### config.mk
export PLATFORM = sky130hd
export DESIGN_NAME = lpm_match
export DESIGN_NICKNAME = d
export VERILOG_FILES = /design/src/rtl/lpm_pkg.sv /design/src/rtl/lpm_match.sv
export SDC_FILE = /design/constraint.sdc
export NUM_CORES = 1
export LEC_CHECK = 0
export ABC_AREA = 1
export ABC_CLOCK_PERIOD_IN_PS = 4150
export BUFFER_PORTS_ARGS = -buffer_cell sky130_fd_sc_hd__buf_2
export CORE_AREA = 2 2 117 119
export DETAILED_ROUTE_END_ITERATION = 10
export DIE_AREA = 0 0 119 121
export GPL_ROUTABILITY_DRIVEN = 0
export PLACE_DENSITY = 0.63
export SLEW_MARGIN = 10
export SYNTH_ARGS = -nofsm -noshare
export SYNTH_HDL_FRONTEND = slang
export SYNTH_SLANG_ARGS = --single-unit
export TNS_END_PERCENT = 5
### constraint.sdc
create_clock -name vclk -period 4.15
set_input_delay 0.415 -clock vclk [all_inputs]
set_output_delay 0.415 -clock vclk [all_outputs]
set_load 0.01 [all_outputs]
### src/rtl/lpm_pkg.sv
// ----------------------------------------------------------------------------
// lpm_pkg: shared types and helpers of the prefix and port match table
// Rule entry layout, search key layout, status codes and the byte masks
// that cut an address down to its leading bytes.
// ----------------------------------------------------------------------------
`default_nettype none

package lpm_pkg;

  localparam int TABLE_ENTRIES = 64;
  localparam int IDX_W         = $clog2(TABLE_ENTRIES);
  localparam int CNT_W         = IDX_W + 1;

  localparam logic [2:0] ST_MISS      = 3'd0;
  localparam logic [2:0] ST_HIT       = 3'd1;
  localparam logic [2:0] ST_INSERTED  = 3'd2;
  localparam logic [2:0] ST_DUPLICATE = 3'd3;
  localparam logic [2:0] ST_INVALID   = 3'd4;
  localparam logic [2:0] ST_FULL      = 3'd5;

  // Flag bits of a stored rule.
  localparam int FLAG_V6   = 0;
  localparam int FLAG_PORT = 1;

  // Key lengths in bytes that mean something special.
  localparam logic [4:0] KB_V4_FULL = 5'd4;
  localparam logic [4:0] KB_V6_32   = 5'd5;
  localparam logic [4:0] KB_V4_PORT = 5'd7;
  localparam logic [4:0] KB_V6_FULL = 5'd16;
  localparam logic [4:0] KB_V6_PORT = 5'd18;

  typedef struct packed {
    logic [63:0] addr_high;
    logic [63:0] addr_low;
    logic [15:0] port;
    logic [4:0]  key_bytes;
    logic [1:0]  flags;
  } entry_t;

  typedef struct packed {
    logic        lookup;
    logic        v6;
    logic [63:0] addr_high;
    logic [63:0] addr_low;
    logic [15:0] port;
    logic [4:0]  key_bytes;
    logic [1:0]  flags;
  } key_t;

  // Number of address bytes covered by a key length.
  function automatic logic [4:0] addr_bytes(input logic [4:0] kb);
    logic [4:0] n;
    n = kb;
    if (kb == KB_V6_32 || kb == KB_V4_PORT) n = 5'd4;
    if (kb == KB_V6_PORT) n = 5'd16;
    return n;
  endfunction

  // Mask that keeps the leading n bytes of an address of either family.
  function automatic logic [127:0] addr_mask(input logic v6, input logic [4:0] n);
    logic [127:0] m;
    m = '0;
    for (int j = 0; j < 16; j++) begin
      if (v6) begin
        if (5'(j) < n) m[127 - 8*j -: 8] = 8'hFF;
      end else if (j < 4) begin
        if (5'(j) < n) m[31 - 8*j -: 8] = 8'hFF;
      end
    end
    return m;
  endfunction

endpackage

`default_nettype wire

### src/rtl/lpm_match.sv
// ----------------------------------------------------------------------------
// lpm_match: rule compare unit
// Compares the search key with one stored rule, either as a lookup
// (masked by the rule's length) or as an exact duplicate check for insert.
// ----------------------------------------------------------------------------
`default_nettype none

module lpm_match (
  input  lpm_pkg::key_t   key,
  input  lpm_pkg::entry_t ent,
  output logic            match
);
  import lpm_pkg::*;

  logic [127:0] mask;
  logic [127:0] masked;
  logic         lk_hit;
  logic         dup_hit;

  always_comb begin
    mask    = addr_mask(key.v6, addr_bytes(ent.key_bytes));
    masked  = {key.addr_high, key.addr_low} & mask;
    lk_hit  = (ent.flags[FLAG_V6] == key.v6) &&
              (!ent.flags[FLAG_PORT] || ent.port == key.port) &&
              (masked == {ent.addr_high, ent.addr_low});
    dup_hit = (ent.key_bytes == key.key_bytes) && (ent.flags == key.flags) &&
              (ent.addr_high == key.addr_high) && (ent.addr_low == key.addr_low) &&
              (ent.port == key.port);
    match   = key.lookup ? lk_hit : dup_hit;
  end

endmodule

`default_nettype wire
==> impl_summary.txt, run 1 <==
----------------------------------------------------
[Route]
  Vias after detailed routing ... 6334
  Routed wl met3 ... between 1500 and 2000 um
  Post-detailed-route count of antenna-violating nets ... 0
  Met1 WL ... just under 9000 um
  Met2 wire len ... 9690 um
  Aggregate routed wire length ... between 20000 and 25000 um
  Detailed-route wire length per cell ... 15.5 um
  Uppermost layer routed ... met4
  Detailed Routing Iterations Pass 1 ... 5
  DRT iter0 DRCs ... around 590
  Per-cell via count in the routed design ... 4.68
  Number of remaining DRC errors ... 0

[Yosys]
  Count of cell types in the netlist ... 32
  Number of instances in the synthesized netlist ... 870
  Netlist area before placement ... 3860 um2
  Number of warning messages in the yosys log ... 0
  Sequential share of the synthesized area ... 0%
  Post-Synthesis Mean Instance Area ... roughly 4.4 um2
  Synthesized netlist net count ... 1174

[Pwr]
  Power per cell area ... 96.0 nW/um2
  Maximum vdd ir drop ... 0.0331 mV
  Cell leakage power ... 3.63 nW

[Layout]
  Nets ... approximately 1500
  Fraction of final layout cells sized beyond drive strength 1 ... 28.9%
  Multi-input logic area ... just over 3000 um2
  Clk_buf instances ... 0
  Fill cells ... 1552
  Num sequential ... 0
  Register cell area after layout ... 0 um2
  Area grow syn2layout ... 45.2%
  Utilization after layout ... 42.9%

[Die]
  Area of the die ... 14400 um2
  Number of top-level pins ... 305
  Standard cell core area ... 13100 um2
  Cell row count ... between 40 and 50
  Starting density of the core ... 29.5%
  Overall die width ... 119 um
  DIE HEIGHT ... 121 um

[Run]
  Count of maximum capacitance violations ... 0

[Timing]
  Max-slew headroom at the worst pin ... 64.6%
  Final WS setup ... 1.41 ns
  Slew at the pin with the worst max-slew slack ... ~0.53 ns
  Crit share post-route ... about two thirds
  Min Clock Period, post-route ... 2.74 ns
  Number of hold-slack violations in the final timing report ... 0
  Final setup vio count ... 0
  Total Neg Setup Slack ... 0 ns
  Slew Limit Fails ... 0
  Achievable frequency ... 365 MHz
  RSZ-0062 raised after global routing ... no

[Worst hold path]
  Endpoint with the worst hold slack ... match
  Hold Path Depth ... 7
  Worst min-delay path class ... input port to output port
  Startpoint of the worst hold path ... ent[42]

[GRT]
  Number of antenna violations at the first check in global routing ... 2
  Pin count of the biggest net entering global routing ... 12
  Total routing usage reported by global routing ... around 28%
  First-pass GRT wire length ... 31100 um
  Grt total ovfl ... 0
  Number of global-route vias before repair ... 6002

[Clock tree]
  Number of buffers inserted to repair setup after CTS ... 0
  Number of buffers inserted by hold repair at cts ... 0
  CTS resizes ... 0

[Critical path]
  Crit Path Class ... input port to output port
  Most used cell along the critical path ... sky130_fd_sc_hd__nand2_1
  Data required, critical path ... 3.73 ns
  Ordered list of cells on the worst path ... buf_2 -> nor2_4 -> nand2_4 -> nand3_4 -> nand2_1 -> nand2_1 -> nand2_1 -> o21ai_0 -> o21ai_0 -> nor2_1 -> nand3_1 -> nor2_1 -> nand3_1 -> nand2_1 -> buf_2
  CP Data Arrival Time ... 2.32 ns
  Crit. End Element ... output port
  Maximum fanout along the worst path ... 6
  CP peak stage delay ... 0.29 ns
  Crit path max-delay family ... simple AND/OR/NAND/NOR gates
  Kind of launch point of the worst setup path ... input port
  Slowest cell on the critical path ... sky130_fd_sc_hd__nor2_4
  Bufs and invs on worst path ... 2

[Status]
  Outcome ... finished, final reports clean

[Place]
  Number of buffer cells added on primary ports ... 305
  Post-Place Worst Slack ... 1.43 ns
  DPL Wire Length ... 19200 um

----------------------------------------------------
-- through the flow --
stage	instance area [um2]	power, mW	instances	hold WS [ns]
2_1_floorplan	3860	0.254	870	1.12
3_3_place_gp	5610	0.526	1350	1.45
3_5_place_dp	5610	0.527	1350	1.44
4_1_cts	5610	0.530	1350	1.44
5_1_grt	5610	0.600	1350	1.51
6_report	5610	0.538	1352	1.45
-- power by group --
group / internal, mW / switching [mW]
sequential: 0 / 0
combinational: 0.221 / 0.318
clock: 0.0000000498 / 0
-- tightest hold or removal path: stages --
cell	delay [ns]
sky130_fd_sc_hd__buf_2	0.12
sky130_fd_sc_hd__o21ai_0	0.08
sky130_fd_sc_hd__o21ai_0	0.08
sky130_fd_sc_hd__nor2_1	0.06
sky130_fd_sc_hd__nand3_1	0.07
sky130_fd_sc_hd__nand2_1	0.07
sky130_fd_sc_hd__buf_2	0.14
-- area by class of cell --
type	instances	share of cell area [%]
Timing Repair Buffer	305	27.2
Antenna cell	2	0.0892
Tap cell	176	3.93
Multi-Input combinational cell	669	55.4
Inverter	200	13.4
-- cell usage after synthesis --
master                     count  area (um2)
sky130_fd_sc_hd__nand3_4       1        17.5
sky130_fd_sc_hd__nor3_1       10        50.1
sky130_fd_sc_hd__nand2_1     314        1180
sky130_fd_sc_hd__o31ai_1       3        22.5
sky130_fd_sc_hd__o41ai_1       1        8.76
sky130_fd_sc_hd__nand2_2       6        37.5
sky130_fd_sc_hd__o21ai_2       1        8.76
sky130_fd_sc_hd__o211ai_1      4        30.0
sky130_fd_sc_hd__nand3b_1      2        15.0
sky130_fd_sc_hd__a21oi_1       2        10.0
sky130_fd_sc_hd__nor3b_1       3        22.5
sky130_fd_sc_hd__nand4_1      21         131
sky130_fd_sc_hd__o21ai_0      66         330
sky130_fd_sc_hd__xnor2_1       1        8.76
sky130_fd_sc_hd__nor2_8        1        20.0
sky130_fd_sc_hd__nor2_1      114         428
sky130_fd_sc_hd__or4_1         1        7.51
sky130_fd_sc_hd__inv_1       198         743
sky130_fd_sc_hd__nor2_2        2        12.5
sky130_fd_sc_hd__or3_1         1        6.26
sky130_fd_sc_hd__o21a_1        1        7.51
sky130_fd_sc_hd__or2_2        14        87.6
sky130_fd_sc_hd__o22ai_1      25         156
sky130_fd_sc_hd__a221oi_1      1        8.76
sky130_fd_sc_hd__nand3_1      32         160
sky130_fd_sc_hd__xor2_1       18         158
sky130_fd_sc_hd__nand2_4       4        45.0
sky130_fd_sc_hd__nor2_4        3        33.8
sky130_fd_sc_hd__o21ai_1       1        5.00
sky130_fd_sc_hd__nor4_1       16         100
sky130_fd_sc_hd__inv_2         2        7.51
sky130_fd_sc_hd__buf_2         1        5.00
-- cell families (layout without fill, tap and decap cells) --
logic type	Yosys count	count (layout)	share of synthesized area (%)
AND/OR/NAND/NOR	545	545	60.9
other	0	2	0
XOR/XNOR	19	19	4.31
buffers and inverters	201	505	19.6
AO/OA/AOI/OAI	105	105	15.2
-- per-layer routing --
| layer | track usage, % | vias to the layer above |
|---|---|---|
| li1 | - | 3296 |
| met1 | 35.6 | 2692 |
| met2 | 48.2 | 320 |
| met3 | 4.37 | 26 |
| met4 | 6.55 | 0 |
| met5 | 0 | - |
-- cells in the final DEF (no fill, tap or decap), types with 16 or more instances in the layout --
| master | n |
|---|---|
| sky130_fd_sc_hd__buf_2 | 305 |
| sky130_fd_sc_hd__inv_1 | 198 |
| sky130_fd_sc_hd__nand2_1 | 314 |
| sky130_fd_sc_hd__nand3_1 | 32 |
| sky130_fd_sc_hd__nand4_1 | 21 |
| sky130_fd_sc_hd__nor2_1 | 114 |
| sky130_fd_sc_hd__nor4_1 | 16 |
| sky130_fd_sc_hd__o21ai_0 | 66 |
| sky130_fd_sc_hd__o22ai_1 | 25 |
| sky130_fd_sc_hd__xor2_1 | 18 |
-- worst max path at each step --
stage | start | to | cells after the start
4_1_cts | ent[5] | match | 15
2_1_floorplan | ent[5] | match | 13
5_1_grt | ent[5] | match | 15
6_report | ent[5] | match | 15
3_3_place_gp | ent[5] | match | 15
3_5_place_dp | ent[5] | match | 15
(Power assumes the default switching activity.)
==> run 2, diff against run 1 <==
ABC_CLOCK_PERIOD_IN_PS = 2850   (was 4150)
CORE_AREA = 2 2 118 120   (was 2 2 117 119)
DIE_AREA = 0 0 120 122   (was 0 0 119 121)
PLACE_DENSITY = 0.62   (was 0.63)
clock period = 2.85 ns   (was 4.15 ns; I/O delays follow)
==> run 2 against run 1 <==
Compared with the run above: sequential share of layout area stayed put; critical path depth unchanged; via count grew 0.58%; sequential cell count did not move; die area is 1.7% higher; combinational power up 46%; setup slack worse by 1.1 ns; total power grew 46%; global-route usage shrank 0.82 points; non-clock buffer count unchanged; wire length shrank 1.3%; hold slack lost 0.27 ns.
==> impl_summary.txt, run 2 (synthesis gave the netlist of run 1 again) <==
----------------------------------------------------
[Layout]
  Clk_buf instances ... 0 (unchanged)
  Nets ... 1480 (unchanged)
  Fraction of final layout cells sized beyond drive strength 1 ... 28.9% (unchanged)
  Multi-input logic area ... 3110 um2 (unchanged)
  Num sequential ... 0 (unchanged)
  Post-route non-filler standard cell count ... 1354 (+0.15%)
  Area grow syn2layout ... 45.2% (unchanged)
  Utilization after layout ... 41.5% (-1.3 points)
  Register cell area after layout ... 0 um2 (unchanged)
  Fill cells ... 1628 (+4.9%)
  Most common cell after layout, fill and taps aside ... sky130_fd_sc_hd__nand2_1
  Most used cells in the layout excluding fill and tap cells ... sky130_fd_sc_hd__nand2_1, sky130_fd_sc_hd__buf_2, sky130_fd_sc_hd__inv_1
  Antenna diode count ... 0 (-2)

[Critical path]
  CP peak stage delay ... 0.29 ns (about the same)
  Crit Path Class ... input port to output port
  CP Data Arrival Time ... 2.23 ns (-0.09 ns)
  Slowest cell on the critical path ... sky130_fd_sc_hd__nor2_4
  Crit. End Element ... output port
  Most used cell along the critical path ... sky130_fd_sc_hd__nand2_1
  Maximum fanout along the worst path ... 6 (unchanged)
  Kind of launch point of the worst setup path ... input port
  Ordered list of cells on the worst path ... buf_2 -> nor2_4 -> nand2_4 -> nand3_4 -> nand2_1 -> nand2_1 -> nand2_1 -> o21ai_0 -> o21ai_0 -> nor2_1 -> nand3_1 -> nor2_1 -> nand3_1 -> nand2_1 -> buf_2
  Data required, critical path ... 2.57 ns (-1.16 ns)

[GRT]
  Met3 track demand over resource ... 5.34% (+0.97 points)
  First-pass GRT wire length ... 30400 um (-2.1%)
  Number of global-route vias before repair ... 6068 (+1.1%)
  Global-route track usage on met2 ... 46.7% (-1.6 points)
  Grt total ovfl ... 0 (unchanged)
  Total routing usage reported by global routing ... 26.8% (-0.82 points)
  Pin count of the biggest net entering global routing ... 12 (unchanged)
  Number of antenna violations at the first check in global routing ... 0 (-2)
  Busiest metal layer after global routing ... met2
  Met1 demand-to-capacity share in global routing ... 33.0% (-2.6 points)

[Route]
  Vias after detailed routing ... 6371 (+0.58%)
  Per-cell via count in the routed design ... 4.71 (+0.44%)
  Detailed Routing Iterations Pass 1 ... 6 (+1)
  Aggregate routed wire length ... 20700 um (-1.3%)
  Post-detailed-route count of antenna-violating nets ... 0 (unchanged)
  Number of remaining DRC errors ... 0 (unchanged)
  Detailed-route wire length per cell ... 15.3 um (-1.5%)
  DRT iter0 DRCs ... 419 (-29%)

[Run]
  Count of maximum capacitance violations ... 0 (unchanged)

[Clock tree]
  Number of buffers inserted to repair setup after CTS ... 0 (unchanged)
  CTS resizes ... 0 (unchanged)
  Number of buffers inserted by hold repair at cts ... 0 (unchanged)

[Timing]
  Slew at the pin with the worst max-slew slack ... 0.624 ns (+0.0994 ns)
  Max-slew headroom at the worst pin ... 57.9% (-6.7 points)
  Total Neg Setup Slack ... 0 ns (unchanged)
  Min Clock Period, post-route ... 2.51 ns
  Slew Limit Fails ... 0 (unchanged)
  Achievable frequency ... between 300 and 400 MHz
  RSZ-0062 raised after global routing ... no
  Crit share post-route ... 88.1%
  Number of hold-slack violations in the final timing report ... 0 (unchanged)
  Final setup vio count ... 0 (unchanged)

[Place]
  Number of placed instances with taps included ... 1354 (+0.30%)
  DPL Wire Length ... 19300 um (about the same)
  Number of buffer cells added on primary ports ... 305 (unchanged)

[Die]
  Cell row count ... 43 (+2.4%)
  Starting density of the core ... 28.6% (-0.92 points)
  Area of the die ... 14600 um2 (+1.7%)
  Number of top-level pins ... 305 (unchanged)
  DIE HEIGHT ... 122 um (+0.83%)
  Standard cell core area ... 13500 um2 (+3.2%)
  Overall die width ... 120 um (+0.84%)

[Pwr]
  Maximum vdd ir drop ... 0.0527 mV (+59%)
  Cell leakage power ... 3.63 nW (about the same)
  Power per cell area ... 140 nW/um2 (+46%)

[Status]
  Outcome ... finished, final reports clean

[Worst hold path]
  Worst min-delay path class ... input port to output port

----------------------------------------------------
run 2: where the power goes:
part | leakage, nW | total [mW] | switching [mW] | internal, mW
clock network | 0 | 0 | 0 | 0
registers | 0 | 0 | 0 | 0
logic | 3.63 | 0.784 | 0.463 | 0.321
total | 3.63 | 0.784 | 0.463 | 0.321
run 2: critical path: cells and delay by family:
family | cells | cell delay (ns)
AO/OA/AOI/OAI | 2 | 0.29
buffers and inverters | 2 | 0.30
AND/OR/NAND/NOR | 11 | 1.34
run 2: path summary, 6_finish.rpt:
kind | startpoint | end | slack [ns] | depth (start not counted)
setup / recovery | ent[5] | match | 0.34 | 15
hold / removal | ent[42] | match | 1.19 | 7
run 2: metal layers:
layer,vias to the layer above,part of all wire (%)
met3,44,8.8
met1,2726,41
met4,0,3.5
met2,302,46
met5,-,0
li1,3299,-
run 2: area by class of cell:
class | count | share of cell area [%]
inverter | 200 | 13.4
tap | 180 | 4.01
timing repair buffer | 305 | 27.2
multi-input combinational | 669 | 55.4
run 2: through the flow:
stage	hold WS (ns)	setup slack (ns)	power, mW	cell area (um2)
2_1_floorplan	0.864	1.09	0.370	3860
3_3_place_gp	1.20	0.431	0.768	5610
3_5_place_dp	1.19	0.364	0.771	5610
4_1_cts	1.19	0.359	0.775	5610
5_1_grt	1.24	0.183	0.874	5610
6_report	1.19	0.338	0.784	5610
==> run 3, diff against run 2 <==
CORE_AREA = 4 4 117 119   (was 2 2 118 120)
DIE_AREA = 0 0 121 123   (was 0 0 120 122)
PLACE_DENSITY = 0.65   (was 0.62)
TNS_END_PERCENT = 10   (was 5)
==> run 3 against run 2 <==
Compared with the run above: via count decreased by 0.30%; clock-buffer cell count unchanged; die area increased by 1.7%; cell count decreased by 0.52%; first-iteration DRC count increased by 27%; sequential share of layout area unchanged; sequential cell count unchanged; critical endpoint unchanged.
==> impl_summary.txt, run 3 (synthesis gave the netlist of run 1 again) <==
----------------------------------------------------
[Status]
  Outcome ... finished, final reports clean

[Die]
  DIE HEIGHT ... 123 um (+0.82%)
  Area of the die ... 14900 um2 (+1.7%)
  Number of top-level pins ... 305 (unchanged)
  Overall die width ... 121 um (+0.83%)
  Cell row count ... 41 (-4.7%)
  Starting density of the core ... 30.7% (+2.1 points)
  Standard cell core area ... 12600 um2 (-6.9%)

[Place]
  Number of buffer cells added on primary ports ... 305 (unchanged)
  DPL Wire Length ... 20000 um (+3.8%)
  Post-Place Worst Slack ... 0.442 ns (+0.0781 ns)
  Post-placement cell area ... 5600 um2 (-0.18%)
  Number of placed instances with taps included ... 1346 (-0.59%)

[Pwr]
  Internal ... 0.321 mW (about the same)
  Net switching component of the power ... 0.462 mW (-0.24%)
  Switching part of the total power ... 59.0% (about the same)
  Cell leakage power ... 3.63 nW (about the same)
  Relative contribution of sequential cells to total power ... 0% (unchanged)
  Maximum vdd ir drop ... 0.0495 mV (-6.1%)
  Power per cell area ... 140 nW/um2 (about the same)
  Clock share of power ... 0% (unchanged)
  Gate power share ... 100.0% (about the same)

[Timing]
  Number of hold-slack violations in the final timing report ... 0 (unchanged)
  Total Neg Setup Slack ... 0 ns (unchanged)
  Max-slew headroom at the worst pin ... 60.4% (+2.5 points)
  Slew Limit Fails ... 0 (unchanged)
  Slew at the pin with the worst max-slew slack ... 0.587 ns (-0.0371 ns)
  Min Clock Period, post-route ... 2.45 ns (-0.0663 ns)
  Achievable frequency ... 409 MHz (+2.7%)
  RSZ-0062 raised after global routing ... no
  Final setup vio count ... 0 (unchanged)
  Final WS setup ... 0.405 ns (+0.0663 ns)
  Crit share post-route ... 85.8% (-2.3 points)

[Route]
  Detailed-route wire length per cell ... 16.0 um (+4.7%)
  Number of remaining DRC errors ... 0 (unchanged)
  Per-cell via count in the routed design ... 4.72 (+0.22%)
  Aggregate routed wire length ... 21500 um (+4.2%)
  Post-detailed-route count of antenna-violating nets ... 0 (unchanged)
  Vias after detailed routing ... 6352 (-0.30%)
  Detailed Routing Iterations Pass 1 ... 6 (unchanged)
  DRT iter0 DRCs ... 531 (+27%)

[GRT]
  Pin count of the biggest net entering global routing ... 12 (unchanged)
  Number of antenna violations at the first check in global routing ... 1 (+1)
  Number of global-route vias before repair ... 5945 (-2.0%)
  Grt total ovfl ... 0 (unchanged)
  First-pass GRT wire length ... 30800 um (+1.2%)
  Total routing usage reported by global routing ... 26.7% (-0.13 points)

[Clock tree]
  CTS resizes ... 0 (unchanged)
  Number of buffers inserted to repair setup after CTS ... 0 (unchanged)
  Number of buffers inserted by hold repair at cts ... 0 (unchanged)

[Layout]
  Post-route non-filler standard cell count ... 1347 (-0.52%)
  Area grow syn2layout ... 45.0%
  Fraction of final layout cells sized beyond drive strength 1 ... 28.9% (unchanged)
  Num sequential ... 0 (unchanged)
  Post-route cell area ... 5600 um2 (-0.13%)
  Most used cells in the layout excluding fill and tap cells ... sky130_fd_sc_hd__nand2_1, sky130_fd_sc_hd__buf_2, sky130_fd_sc_hd__inv_1
  Register cell area after layout ... 0 um2 (unchanged)
  Clk_buf instances ... 0 (unchanged)
  Nets ... 1480 (unchanged)
  Utilization after layout ... 44.6% (+3.0 points)
  Most common cell after layout, fill and taps aside ... sky130_fd_sc_hd__nand2_1

[Critical path]
  Crit Path Class ... input port to output port
  Maximum fanout along the worst path ... 6 (unchanged)
  Crit. End Element ... output port
  Kind of launch point of the worst setup path ... input port
  Most used cell along the critical path ... sky130_fd_sc_hd__nand2_1
  Ordered list of cells on the worst path ... buf_2 -> nor2_4 -> nand2_4 -> nand3_4 -> nand2_1 -> nand2_1 -> nand2_1 -> o21ai_0 -> o21ai_0 -> nor2_1 -> nand3_1 -> nor2_1 -> nand3_1 -> nand2_1 -> buf_2
  CP peak stage delay ... 0.28 ns (about the same)
  Data required, critical path ... 2.57 ns (about the same)
  Bufs and invs on worst path ... 2 (unchanged)
  CP Data Arrival Time ... 2.16 ns (-0.07 ns)
  Crit path max-delay family ... simple AND/OR/NAND/NOR gates
  Slowest cell on the critical path ... sky130_fd_sc_hd__nor2_4

[Run]
  Count of maximum capacitance violations ... 0 (unchanged)

[Worst hold path]
  Worst min-delay path class ... input port to output port

----------------------------------------------------
[run 3: per-layer routing]
metal  up-vias  wire (um)  global-route usage (%)
li1       3298          -                       -
met1      2706       8830                    34.8
met2       316      10100                    47.3
met3        30       2210                    4.25
met4         2        389                    4.32
met5         -         12                       0
[run 3: final cells by class]
cell class	count	area (um2)
Timing Repair Buffer	305	1530
Antenna cell	1	2.50
Tap cell	172	215
Fill cell	1539	6970
Inverter	200	751
Multi-Input combinational cell	669	3110
[run 3: final timing paths]
| path | slack, ns | cells past startpoint | start | end |
|---|---|---|---|---|
| worst max-delay path | 0.40 | 15 | ent[5] | match |
| worst min-delay path | 1.18 | 9 | key[152] | match |
[run 3: tightest hold or removal path, stage by stage]
cell and delay, ns:
sky130_fd_sc_hd__buf_2 0.09, sky130_fd_sc_hd__nor3b_1 0.05, sky130_fd_sc_hd__nand4_1 0.08, sky130_fd_sc_hd__nor2_1 0.04
sky130_fd_sc_hd__nand2_1 0.04, sky130_fd_sc_hd__nor2_1 0.03, sky130_fd_sc_hd__nand2_1 0.04, sky130_fd_sc_hd__nand2_1 0.08
sky130_fd_sc_hd__buf_2 0.15
[run 3: power groups by stage]
stage	Combinational, mW	Sequential (mW)	Clock (mW)
floorplan	0.370	0	0
global placement	0.765	0	0
detailed placement	0.768	0	0
CTS	0.772	0	0
global route	0.872	0	0
finish	0.783	0	0.0000000469
[run 3: through the flow]
step,power (mW),hold WS [ns]
4_1_cts,0.772,1.19
3_3_place_gp,0.765,1.19
2_1_floorplan,0.370,0.864
6_report,0.783,1.18
5_1_grt,0.872,1.26
3_5_place_dp,0.768,1.19
